## config.mk

```make
export PLATFORM = sky130hd
export DESIGN_NAME = radar_uart_frame_parser_unit
export DESIGN_NICKNAME = d
export VERILOG_FILES = /design/src/sv/rufp_pkg.sv /design/src/sv/rufp_in_stage.sv /design/src/sv/rufp_parser.sv /design/src/sv/rufp_out_reg.sv /design/src/sv/radar_uart_frame_parser_unit.sv
export SDC_FILE = /design/constraint.sdc
export NUM_CORES = 1
export LEC_CHECK = 0
export CORE_MARGIN = 5
export CORE_UTILIZATION = 49
export DETAILED_ROUTE_END_ITERATION = 16
export DONT_BUFFER_PORTS = 1
export PLACE_DENSITY = 0.75
export SKIP_CTS_REPAIR_TIMING = 1
export SYNTH_ARGS = -nofsm -noshare
export SYNTH_HDL_FRONTEND = slang
export SYNTH_SLANG_ARGS = --single-unit
```

## constraint.sdc

```tcl
create_clock -name clk -period 9.17 [get_ports clk]
set_input_delay 0 -clock clk [delete_from_list [all_inputs] [get_ports clk]]
set_output_delay 0 -clock clk [all_outputs]
set_load 0.01 [all_outputs]
```

## src/sv/rufp_pkg.sv

```systemverilog
`timescale 1ns / 1ps
// ----------------------------------------------------------------------------
// rufp_pkg
// Types and constants shared by the radar UART frame parser modules.
// ----------------------------------------------------------------------------
package rufp_pkg;

  typedef enum logic [1:0] {
    KIND_PRESENCE = 2'd0,
    KIND_CONFIG   = 2'd1,
    KIND_SHORT    = 2'd2,
    KIND_BADHDR   = 2'd3
  } kind_t;

  typedef struct packed {
    logic [31:0] now_ms;
    logic [7:0]  rx_byte;
  } item_t;

  typedef struct packed {
    kind_t       report_kind;
    logic [7:0]  movement_state;
    logic [7:0]  move_distance;
    logic [7:0]  move_energy;
    logic [7:0]  static_distance;
    logic [7:0]  static_energy;
    logic [7:0]  max_move_gate;
    logic [7:0]  max_static_gate;
    logic [7:0]  move_sens;
    logic [7:0]  still_sens;
    logic [15:0] unattended_seconds;
  } report_t;

  localparam logic [31:0] CFG_TRAILER  = 32'h0403_0201;
  localparam logic [31:0] CFG_HEADER   = 32'hFDFC_FBFA;
  localparam logic [31:0] PRES_TRAILER = 32'hF8F7_F6F5;
  localparam logic [31:0] PRES_HEADER  = 32'hF4F3_F2F1;

  localparam int unsigned CFG_MIN_LEN  = 23;
  localparam int unsigned CFG_LEN      = 34;
  localparam int unsigned PRES_MIN_LEN = 11;
  localparam int unsigned PRES_LEN     = 21;
  localparam int unsigned TRAILER_LEN  = 4;

  localparam logic [15:0] THROTTLE_RESET = 16'd1000;

  // bytes of the frame that are ever looked at, captured as they arrive
  localparam int unsigned NUM_CAP = 13;
  localparam int unsigned CAP_H0  = 0;
  localparam int unsigned CAP_H1  = 1;
  localparam int unsigned CAP_H2  = 2;
  localparam int unsigned CAP_H3  = 3;
  localparam int unsigned CAP_B8  = 4;
  localparam int unsigned CAP_B9  = 5;
  localparam int unsigned CAP_B11 = 6;
  localparam int unsigned CAP_B12 = 7;
  localparam int unsigned CAP_B13 = 8;
  localparam int unsigned CAP_B14 = 9;
  localparam int unsigned CAP_B23 = 10;
  localparam int unsigned CAP_B28 = 11;
  localparam int unsigned CAP_B29 = 12;

  localparam int unsigned CAP_POS [NUM_CAP] = '{0, 1, 2, 3, 8, 9, 11, 12, 13, 14, 23, 28, 29};

endpackage

```

## src/sv/rufp_in_stage.sv

```systemverilog
`timescale 1ns / 1ps
// ----------------------------------------------------------------------------
// rufp_in_stage
// Input register: holds one accepted byte until the parser takes it.
// ----------------------------------------------------------------------------
module rufp_in_stage
  import rufp_pkg::*;
(
  input  logic  clk,
  input  logic  rst,
  input  logic  in_valid,
  output logic  in_ready,
  input  item_t in_item,
  output logic  item_valid,
  input  logic  item_take,
  output item_t item
);

  logic valid;

  assign in_ready   = !valid || item_take;
  assign item_valid = valid;

  always_ff @(posedge clk) begin
    if (rst) begin
      valid <= 1'b0;
    end else if (in_ready) begin
      valid <= in_valid;
    end
  end

  always_ff @(posedge clk) begin
    if (in_ready && in_valid) begin
      item <= in_item;
    end
  end

endmodule

```

## src/sv/rufp_parser.sv

```systemverilog
`timescale 1ns / 1ps
// ----------------------------------------------------------------------------
// rufp_parser
// Frame state and trailer decode: fill position, last four bytes, captured
// header and field bytes, presence throttle timestamp.
// ----------------------------------------------------------------------------
module rufp_parser
  import rufp_pkg::*;
#(
  parameter int unsigned STORE_BYTES = 80
) (
  input  logic        clk,
  input  logic        rst,
  input  logic        fire,
  input  item_t       item,
  input  logic [15:0] throttle_ms,
  output logic        res_valid,
  output report_t     res
);

  localparam int unsigned POS_W = $clog2(STORE_BYTES);
  localparam logic [POS_W-1:0] POS_LAST = POS_W'(STORE_BYTES - 1);

  logic [POS_W-1:0] pos, pos_next;
  logic [31:0]      tail, tail_next;
  logic [31:0]      last_ms, last_ms_next;
  logic [7:0]       cap      [NUM_CAP];
  logic [7:0]       cap_next [NUM_CAP];

  logic             store;
  logic [POS_W-1:0] len;
  logic [31:0]      header;
  logic [31:0]      elapsed;
  logic             check;
  report_t          rep;
  logic             hit;

  assign store     = (pos < POS_LAST);
  assign len       = pos + POS_W'(1);
  assign tail_next = store ? {tail[23:0], item.rx_byte} : tail;

  // current byte bypasses into the captured copies
  for (genvar k = 0; k < NUM_CAP; k++) begin : g_cap
    assign cap_next[k] = (store && pos == POS_W'(CAP_POS[k])) ? item.rx_byte : cap[k];
  end

  assign header  = {cap_next[CAP_H0], cap_next[CAP_H1], cap_next[CAP_H2], cap_next[CAP_H3]};
  assign elapsed = item.now_ms - last_ms;
  assign check   = store && (len >= POS_W'(TRAILER_LEN));

  always_comb begin
    rep          = '0;
    hit          = 1'b0;
    last_ms_next = last_ms;
    pos_next     = store ? len : '0;
    if (check && tail_next == CFG_TRAILER) begin
      pos_next = '0;
      if (len >= POS_W'(CFG_MIN_LEN)) begin
        if (header != CFG_HEADER) begin
          hit             = 1'b1;
          rep.report_kind = KIND_BADHDR;
        end else if (len == POS_W'(CFG_LEN)) begin
          hit                    = 1'b1;
          rep.report_kind        = KIND_CONFIG;
          rep.max_move_gate      = cap_next[CAP_B12];
          rep.max_static_gate    = cap_next[CAP_B13];
          rep.move_sens          = cap_next[CAP_B14];
          rep.still_sens         = cap_next[CAP_B23];
          rep.unattended_seconds = {cap_next[CAP_B29], cap_next[CAP_B28]};
        end
      end
    end else if (check && tail_next == PRES_TRAILER) begin
      pos_next = '0;
      if (header == PRES_HEADER) begin
        if (len < POS_W'(PRES_MIN_LEN)) begin
          hit             = 1'b1;
          rep.report_kind = KIND_SHORT;
        end else if (elapsed >= {16'd0, throttle_ms}) begin
          last_ms_next = item.now_ms;
          if (len == POS_W'(PRES_LEN)) begin
            hit                 = 1'b1;
            rep.report_kind     = KIND_PRESENCE;
            rep.movement_state  = cap_next[CAP_B8];
            rep.move_distance   = cap_next[CAP_B9];
            rep.move_energy     = cap_next[CAP_B11];
            rep.static_distance = cap_next[CAP_B12];
            rep.static_energy   = cap_next[CAP_B14];
          end
        end
      end
    end
  end

  assign res_valid = fire && hit;
  assign res       = rep;

  always_ff @(posedge clk) begin
    if (rst) begin
      pos     <= '0;
      last_ms <= '0;
    end else if (fire) begin
      pos     <= pos_next;
      last_ms <= last_ms_next;
    end
  end

  always_ff @(posedge clk) begin
    if (fire) begin
      tail <= tail_next;
      for (int k = 0; k < NUM_CAP; k++) begin
        cap[k] <= cap_next[k];
      end
    end
  end

`ifndef SYNTHESIS
  a_pos_range: assert property (@(posedge clk) disable iff (rst) pos <= POS_LAST)
    else $error("fill position beyond store");
  a_empty_after_report: assert property (@(posedge clk) disable iff (rst)
    res_valid |=> pos == '0)
    else $error("store not emptied after a report");
  a_presence_stamp: assert property (@(posedge clk) disable iff (rst)
    (res_valid && res.report_kind == KIND_PRESENCE) |=> last_ms == $past(item.now_ms))
    else $error("presence report without timestamp update");
`endif

endmodule

```

## src/sv/rufp_out_reg.sv

```systemverilog
`timescale 1ns / 1ps
// ----------------------------------------------------------------------------
// rufp_out_reg
// Result register: holds one report until the receiver takes it.
// ----------------------------------------------------------------------------
module rufp_out_reg
  import rufp_pkg::*;
(
  input  logic    clk,
  input  logic    rst,
  input  logic    res_valid,
  input  report_t res,
  output logic    load_ok,
  output logic    out_valid,
  input  logic    out_ready,
  output report_t out
);

  logic valid;

  assign load_ok   = !valid || out_ready;
  assign out_valid = valid;

  always_ff @(posedge clk) begin
    if (rst) begin
      valid <= 1'b0;
    end else if (load_ok) begin
      valid <= res_valid;
    end
  end

  always_ff @(posedge clk) begin
    if (load_ok && res_valid) begin
      out <= res;
    end
  end

endmodule

```

## src/sv/radar_uart_frame_parser_unit.sv

```systemverilog
`timescale 1ns / 1ps
// ----------------------------------------------------------------------------
// radar_uart_frame_parser_unit
// Parses radar UART frames byte by byte and emits config, presence, short-frame
// and bad-header reports. s_* : one received byte with its millisecond timestamp per transfer.
// m_* : at most one report per byte; m_tuser carries the report kind.
// cfg_* : writes throttle_ms (minimum ms between presence frames).
// The byte that ends a frame is held in the input register; its report is then
// registered in the result register. One byte per cycle while no report is held;
// each register holds one transfer, so a byte is taken while a report waits.
// While the receiver stalls with a report held, the next byte waits in the
// input register and s_tready drops until the held report is taken.
// Reset: store empty, throttle timestamp 0, throttle_ms 1000.
// ----------------------------------------------------------------------------
module radar_uart_frame_parser_unit
  import rufp_pkg::*;
#(
  parameter int unsigned STORE_BYTES = 80
) (
  input  logic        clk,
  input  logic        rst,
  input  logic        s_tvalid,
  output logic        s_tready,
  input  logic [39:0] s_tdata,   // rx_byte, now_ms
  output logic        m_tvalid,
  input  logic        m_tready,
  output logic [87:0] m_tdata,   // movement_state, move_distance, move_energy,
                                 // static_distance, static_energy, max_move_gate,
                                 // max_static_gate, move_sens,
                                 // still_sens, unattended_seconds
  output logic [1:0]  m_tuser,   // report_kind
  input  logic        cfg_valid,
  output logic        cfg_ready,
  input  logic [15:0] cfg_data
);

  logic [15:0] throttle_ms;
  item_t       in_item, item;
  logic        item_valid, fire, load_ok, res_valid;
  report_t     res, out;

  assign cfg_ready = 1'b1;

  always_ff @(posedge clk) begin
    if (rst) begin
      throttle_ms <= THROTTLE_RESET;
    end else if (cfg_valid) begin
      throttle_ms <= cfg_data;
    end
  end

  assign in_item.rx_byte = s_tdata[7:0];
  assign in_item.now_ms  = s_tdata[39:8];
  assign fire            = item_valid && load_ok;

  rufp_in_stage u_in (
    .clk        (clk),
    .rst        (rst),
    .in_valid   (s_tvalid),
    .in_ready   (s_tready),
    .in_item    (in_item),
    .item_valid (item_valid),
    .item_take  (load_ok),
    .item       (item)
  );

  rufp_parser #(
    .STORE_BYTES (STORE_BYTES)
  ) u_parser (
    .clk         (clk),
    .rst         (rst),
    .fire        (fire),
    .item        (item),
    .throttle_ms (throttle_ms),
    .res_valid   (res_valid),
    .res         (res)
  );

  rufp_out_reg u_out (
    .clk       (clk),
    .rst       (rst),
    .res_valid (res_valid),
    .res       (res),
    .load_ok   (load_ok),
    .out_valid (m_tvalid),
    .out_ready (m_tready),
    .out       (out)
  );

  assign m_tuser = out.report_kind;
  assign m_tdata = {out.unattended_seconds, out.still_sens, out.move_sens,
                    out.max_static_gate, out.max_move_gate, out.static_energy,
                    out.static_distance, out.move_energy, out.move_distance,
                    out.movement_state};

endmodule
```

==> results of run 1 <==
==> routing by layer <==
metal / global-route usage / part of all wire / up-vias
met3: 0.03797 / 0.048 / 57
met2: 0.3017 / 0.48 / 248
met1: 0.2511 / 0.45 / 4968
met4: 0.05251 / 0.024 / 0
li1: - / - / 4799
met5: 0 / 0 / -
==> metrics by stage <==
stage	hold slack [ps]	instances
floorplan	98.87	1285
global route	5.872	1765
CTS	-481.4	1695
finish	-14.01	1765
global placement	74.76	1634
detailed placement	76.67	1634
==> cells by family (layout without fill, tap and decap cells) <==
logic type / Yosys count / count (layout) / synth area share
XOR/XNOR: 21 / 21 / 0.01184
adder cells (fa/ha/maj): 53 / 53 / 0.04317
AND/OR/NAND/NOR: 411 / 411 / 0.1358
buffers and inverters: 143 / 220 / 0.04092
AO/OA/AOI/OAI: 168 / 168 / 0.07539
flip-flops: 315 / 315 / 0.5722
multiplexers: 173 / 173 / 0.1204
other: 1 / 2 / 0.0002414
==> power by group through the flow <==
stage | registers [W] | clock network, W | logic, W
final | 0.00159 | 0.00135 | 0.000290
after global routing | 0.00160 | 0.00144 | 0.000322
after CTS | 0.00159 | 0.00138 | 0.000261
after detailed placement | 0.00162 | 0 | 0.000259
after global placement | 0.00162 | 0 | 0.000255
after floorplan | 0.00162 | 0 | 0.000203
==> layout by cell type (no fill, tap or decap), types with 14 or more instances in the layout <==
master         count
xnor2_1           14
nand3_1           19
edfxtp_1         258
nand4_1           19
nor2_1            82
nor2b_1           61
mux2_2           111
nor4_1            15
mux2i_1           62
clkbuf_16         34
ha_1              52
nand2_1          129
inv_1             76
dlygate4sd3_1     69
a21oi_1           46
o21ai_0           28
dfxtp_1           57
==> path summary, 6_finish.rpt <==
path | start | end | slack [ps]
max | u_in.item[12]$_DFFE_PP_ | u_out.out[81]$_SDFFCE_PP0P_ | 3650
min | m_tready | u_out.out_valid$_SDFFE_PP0P_ | -10
max reg2reg | u_in.item[12]$_DFFE_PP_ | u_out.out[81]$_SDFFCE_PP0P_ | 3650
min reg2reg | u_parser.last_ms[7]$_SDFFE_PP0P_ | u_parser.last_ms[7]$_SDFFE_PP0P_ | 460
==> area by class of cell <==
cell class	instances	area share
Sequential cell	315	0.5051
Timing Repair Buffer	81	0.04437
Clock buffer	40	0.05076
Multi-Input combinational cell	827	0.3431
Tap cell	402	0.02858
Clock inverter	21	0.01116
Inverter	78	0.01678
Antenna cell	1	0.0001422
==> registers in the layout, summed over array words and instances (netlist names) <==
register          flops
u_out.out            90
u_in.item            40
u_out.out_valid       1
u_parser.pos          7
throttle_ms          16
u_parser.cap        104
u_parser.last_ms     32
u_parser.tail        24
u_in.item_valid       1
==> worst max-delay path, stage by stage, from the launching register on <==
cell,delay (ps)
edfxtp_1,400
ha_1,380
and2_1,190
o211ai_1,170
a211oi_1,540
o21ai_0,180
nand2b_1,100
a21oi_1,80
xnor2_1,140
ha_1,290
nor2b_1,150
nor4_1,230
nand2_1,80
nor4_1,170
nand4_1,130
nor4_1,300
nand4_1,250
o21ai_4,200
buf_4,430
a31oi_4,170
buf_4,470
==> out/qor.yml, run 1 <==
detailed_routing:
  firstDrtPassIters: 5
  drtAntennaViolNets: 0
  wirelength_mm: 34.31
  num_vias: 10070
  vias_per_cell: 5.707
  drtIter0Drc: 582
  drc: 0
  routedWlPerCell_um: 19.44
floorplan:
  die_area_um2: 35360
  die_h_um: 188.1
  rows: 65
  io_pins: 154
  core_area_um2: 31390
  die_w_um: 188.1
  initial_utilization: 0.4948
power:
  p_switching_w: 0.0007705
  internal_power_w: 0.002461
  power_frac_seq: 0.493
  p_comb_frac: 0.090
  p_total_w: 0.003232
  vdd_drop_max_v: 0.0001013
  power_density_nw_per_um2: 183.7
  clkPwrFrac: 0.417
  p_sw_frac: 0.2384
  p_leak_nw: 6.280
grt:
  gr-usage-all-layers: 0.1846
  first_global_vias: 9689
  grt_pass1_wl_mm: 53.53
  grt_max_degree: 89
  antenna_found_initial: 1
  grt_overflow: 0
logic_synthesis:
  yosysTopAreaCellShare: 0.4988
  seq_area_frac_synth: 0.5722
  synth-seq-cells: 315
  syn_nets: 1399
  syn_avg_cell_area_um2: 12.09
  synthArstFlopShare: 0
  yosysTopAreaCell: "edfxtp_1"
  ys_types: 85
  synth_area_um2: 15530
  yosysWarnings: 0
  synthMostInstantiatedCell: "edfxtp_1"
  synthCells: 1285
  synthTopCellsByCount: "edfxtp_1, nand2_1, mux2_2, nor2_1, inv_1"
  synth_area_leaders: "edfxtp_1, mux2_2, dfxtp_1, ha_1, mux2i_1"
  ys.flop_type: "edfxtp_1"
  synth_edf_count: 258
clock_network:
  root_buffer: "clkbuf_16"
  cts_tree: "built"
  clk_latency_ps: 530
  cts-buffers-inserted: 34
  clock_path_buffers: 3
  cts_sinks: 315
  h-tree-depth: 2
  clkTransAtPathRegs_ps: 60
timing:
  worst_pin_slew_ps: 1132
  slew_violations: 0
  hold_violations: 1
  rsz0062_at_grt: "false"
  slew-limit-headroom: 0.2456
  setup_tns_ps: 0
  holdWs_ps: -14.01
  fin_crit_ps: 5521
  setup_ws_ps: 3649
  fin_skew_ps: 19.62
  setup_viol_count_final: 0
  fmax_mhz: 181.1
  min_period_over_period: 0.6021
finish:
  seqCellArea_um2: 8889
  multi_input_area_um2: 6038
  final_nets: 1451
  drive_gt1_frac: 0.1505
  fin_area_um2: 17600
  final_util: 0.5606
  area_growth_pct: 13.29
  nFillCells: 2543
run_status:
  status: "finished, violations left"
  violations: "hold timing"
setup_path:
  path_max_fanout: 88
  arrival_ps: 5650
  end_kind: "flop"
  start_kind: "flop"
  rr_worst_depth: 20
  crit_type: "flop to flop"
  critPathRequiredTime_ps: 9300
hold_path:
  holdPathStages: 4
  hp-class: "input pin to flop"
job:
  cap_viol_max_count: 0
placed_design:
  gp_congestion: 0.8563
  io_buffers: 0
  dp_slack_ps: 3653
  placed_cell_area_um2: 15820
  dpl.hpwl_mm: 22.13
Power figures use the tool's default switching activity.
==> run 2, diff against run 1 <==
==> constraint.sdc (replaced) <==
create_clock -name clk -period 5.1 [get_ports clk]
set_input_delay 0 -clock clk [delete_from_list [all_inputs] [get_ports clk]]
set_output_delay 0 -clock clk [all_outputs]
set_load 0.01 [all_outputs]
==> run 2 against run 1 <==
  * The flow still finishes with violations (hold timing)
  * Fmax is 16% higher
  * Cell area is 0.82% higher
  * Register-to-register slack worse by 3300 ps
  * Clock power is 87% higher
  * Hold slack better by 10 ps
  * Critical path depth is 1 higher
==> out/qor.yml, run 2 (synthesis results as in run 1) <==
setup_path:
  slowest_delay_ps: 380
  path_cells: "inv_1, ha_1, fa_1, nor2b_4, o31ai_2, a21oi_1, or2_2, a21oi_1, xnor2_1, ha_1, a21oi_1, nor2b_1, nor4_1, nand2_1, nor4_1, nand4_1, nor4_1, nand4_1, o21ai_4, a31oi_4, buf_12"
  path_max_fanout: 90
  end_kind: "flop"
  crit_slowest_cell: "edfxtp_1"
  critPathRequiredTime_ps: 5270
  arrival_ps: 4920
  crit_type: "flop to flop"
  start_kind: "flop"
grt:
  grtUsageMet1: 0.2629
  first_global_vias: 9607
  grt-busiest-layer: "met2"
  met3_usage: 0.02811
  met2_usage: 0.2944
  grt_max_degree: 91
  grt_overflow: 0
  gr-usage-all-layers: 0.1839
  grt_pass1_wl_mm: 53.10
  antenna_found_initial: 0
detailed_routing:
  drc: 0
  num_vias: 10080
  vias_per_cell: 5.690
  routedWlPerCell_um: 19.24
  wirelength_mm: 34.10
  firstDrtPassIters: 5
  drtIter0Drc: 927
  drtAntennaViolNets: 0
run_status:
  violations: "hold timing"
  status: "finished, violations left"
clock_network:
  root_buffer: "clkbuf_16"
  cts-buffers-inserted: 35
  h-tree-depth: 2
  cts_tree: "built"
  clk_latency_ps: 530
  clock_path_buffers: 3
  clkTransAtPathRegs_ps: 60
  cts_sinks: 315
finish:
  multi_input_area_um2: 6042
  final_nets: 1457
  layout_commonest_cell: "edfxtp_1"
  regMostFlops: "u_parser.cap"
  drive_gt1_frac: 0.1569
  fin_area_um2: 17740
  top_regs: "u_parser.cap: 104 flops, u_out.out: 90 flops, u_in.item: 40 flops"
  final_cell_mix: "edfxtp_1, nand2_1, mux2_2"
  seqCellArea_um2: 8889
  insertedDiodeCount: 0
  area_growth_pct: 14.22
  nFillCells: 2557
  largest_reg_flops: 104
power:
  vdd_drop_max_v: 0.0002478
  power_density_nw_per_um2: 333.6
  p_total_w: 0.005919
  p_leak_nw: 6.328
timing:
  setup_tns_ps: 0
  hold_violations: 1
  fin_skew_ps: 21.06
  rsz0062_at_grt: "false"
  setup_viol_count_final: 0
  fin_crit_ps: 4749
  slew_violations: 0
  slew-limit-headroom: 0.3325
  min_period_over_period: 0.9312
  holdWs_ps: -3.625
  setup_ws_ps: 350.9
  worst_pin_slew_ps: 1001
  fmax_mhz: 210.6
floorplan:
  die_w_um: 188.1
  die_h_um: 188.1
  initial_utilization: 0.4948
  rows: 65
  die_area_um2: 35360
  io_pins: 154
  core_area_um2: 31390
placed_design:
  placed_cell_area_um2: 15880
  io_buffers: 0
  dp_slack_ps: 448.4
  gp_congestion: 0.9647
  dpl.hpwl_mm: 22.59
job:
  cap_viol_max_count: 0
hold_path:
  hp-class: "input pin to flop"
-- run 2: worst max-delay path, delay by kind of cell, from the launching register on --
kind / cells / cell delay [ps]
compound gates: 6 / 1120
xor+xnor: 1 / 140
fa+ha+maj: 3 / 720
buf+inv: 2 / 270
flops: 1 / 380
simple gates: 9 / 1610
-- run 2: metal layers --
| layer | share of wire | routed length, um |
|---|---|---|
| met5 | 0 | 0 |
| met4 | 0.027 | 932 |
| met3 | 0.049 | 1687 |
| met2 | 0.47 | 15940 |
| met1 | 0.46 | 15540 |
-- run 2: worst paths after layout --
| path | from | end | slack (ps) | cells after the start |
|---|---|---|---|---|
| worst max-delay path | u_in.item[8]$_DFFE_PP_ | u_out.out[21]$_SDFFCE_PP0P_ | 350 | 21 |
| worst min-delay path | m_tready | u_out.out_valid$_SDFFE_PP0P_ | -4 | 4 |
| worst max register to register | u_in.item[8]$_DFFE_PP_ | u_out.out[21]$_SDFFCE_PP0P_ | 350 | 21 |
| worst min register to register | u_parser.last_ms[29]$_SDFFE_PP0P_ | u_parser.last_ms[29]$_SDFFE_PP0P_ | 460 | 2 |
-- run 2: power by group --
group          internal, W  switching [W]  leakage [nW]
Sequential         0.00283      0.0000413          2.92
Clock              0.00147        0.00105         0.559
Combinational     0.000220       0.000308          2.85
-- run 2: final cells by class --
class,instances,share of cell area
Sequential cell,315,0.5010
Clock buffer,40,0.05155
Tap cell,402,0.02835
Inverter,78,0.01664
Multi-Input combinational cell,827,0.3406
Clock inverter,24,0.01354
Timing Repair Buffer,86,0.04838
-- run 2: metrics by stage --
stage / cells / util / hold slack [ps]
5_1_grt: 1772 / 0.5652 / -0.2633
3_3_place_gp: 1638 / 0.5059 / 75.46
6_report: 1772 / 0.5652 / -3.625
4_1_cts: 1702 / 0.5427 / -480.3
2_1_floorplan: 1285 / - / 98.87
3_5_place_dp: 1638 / 0.5059 / 78.47
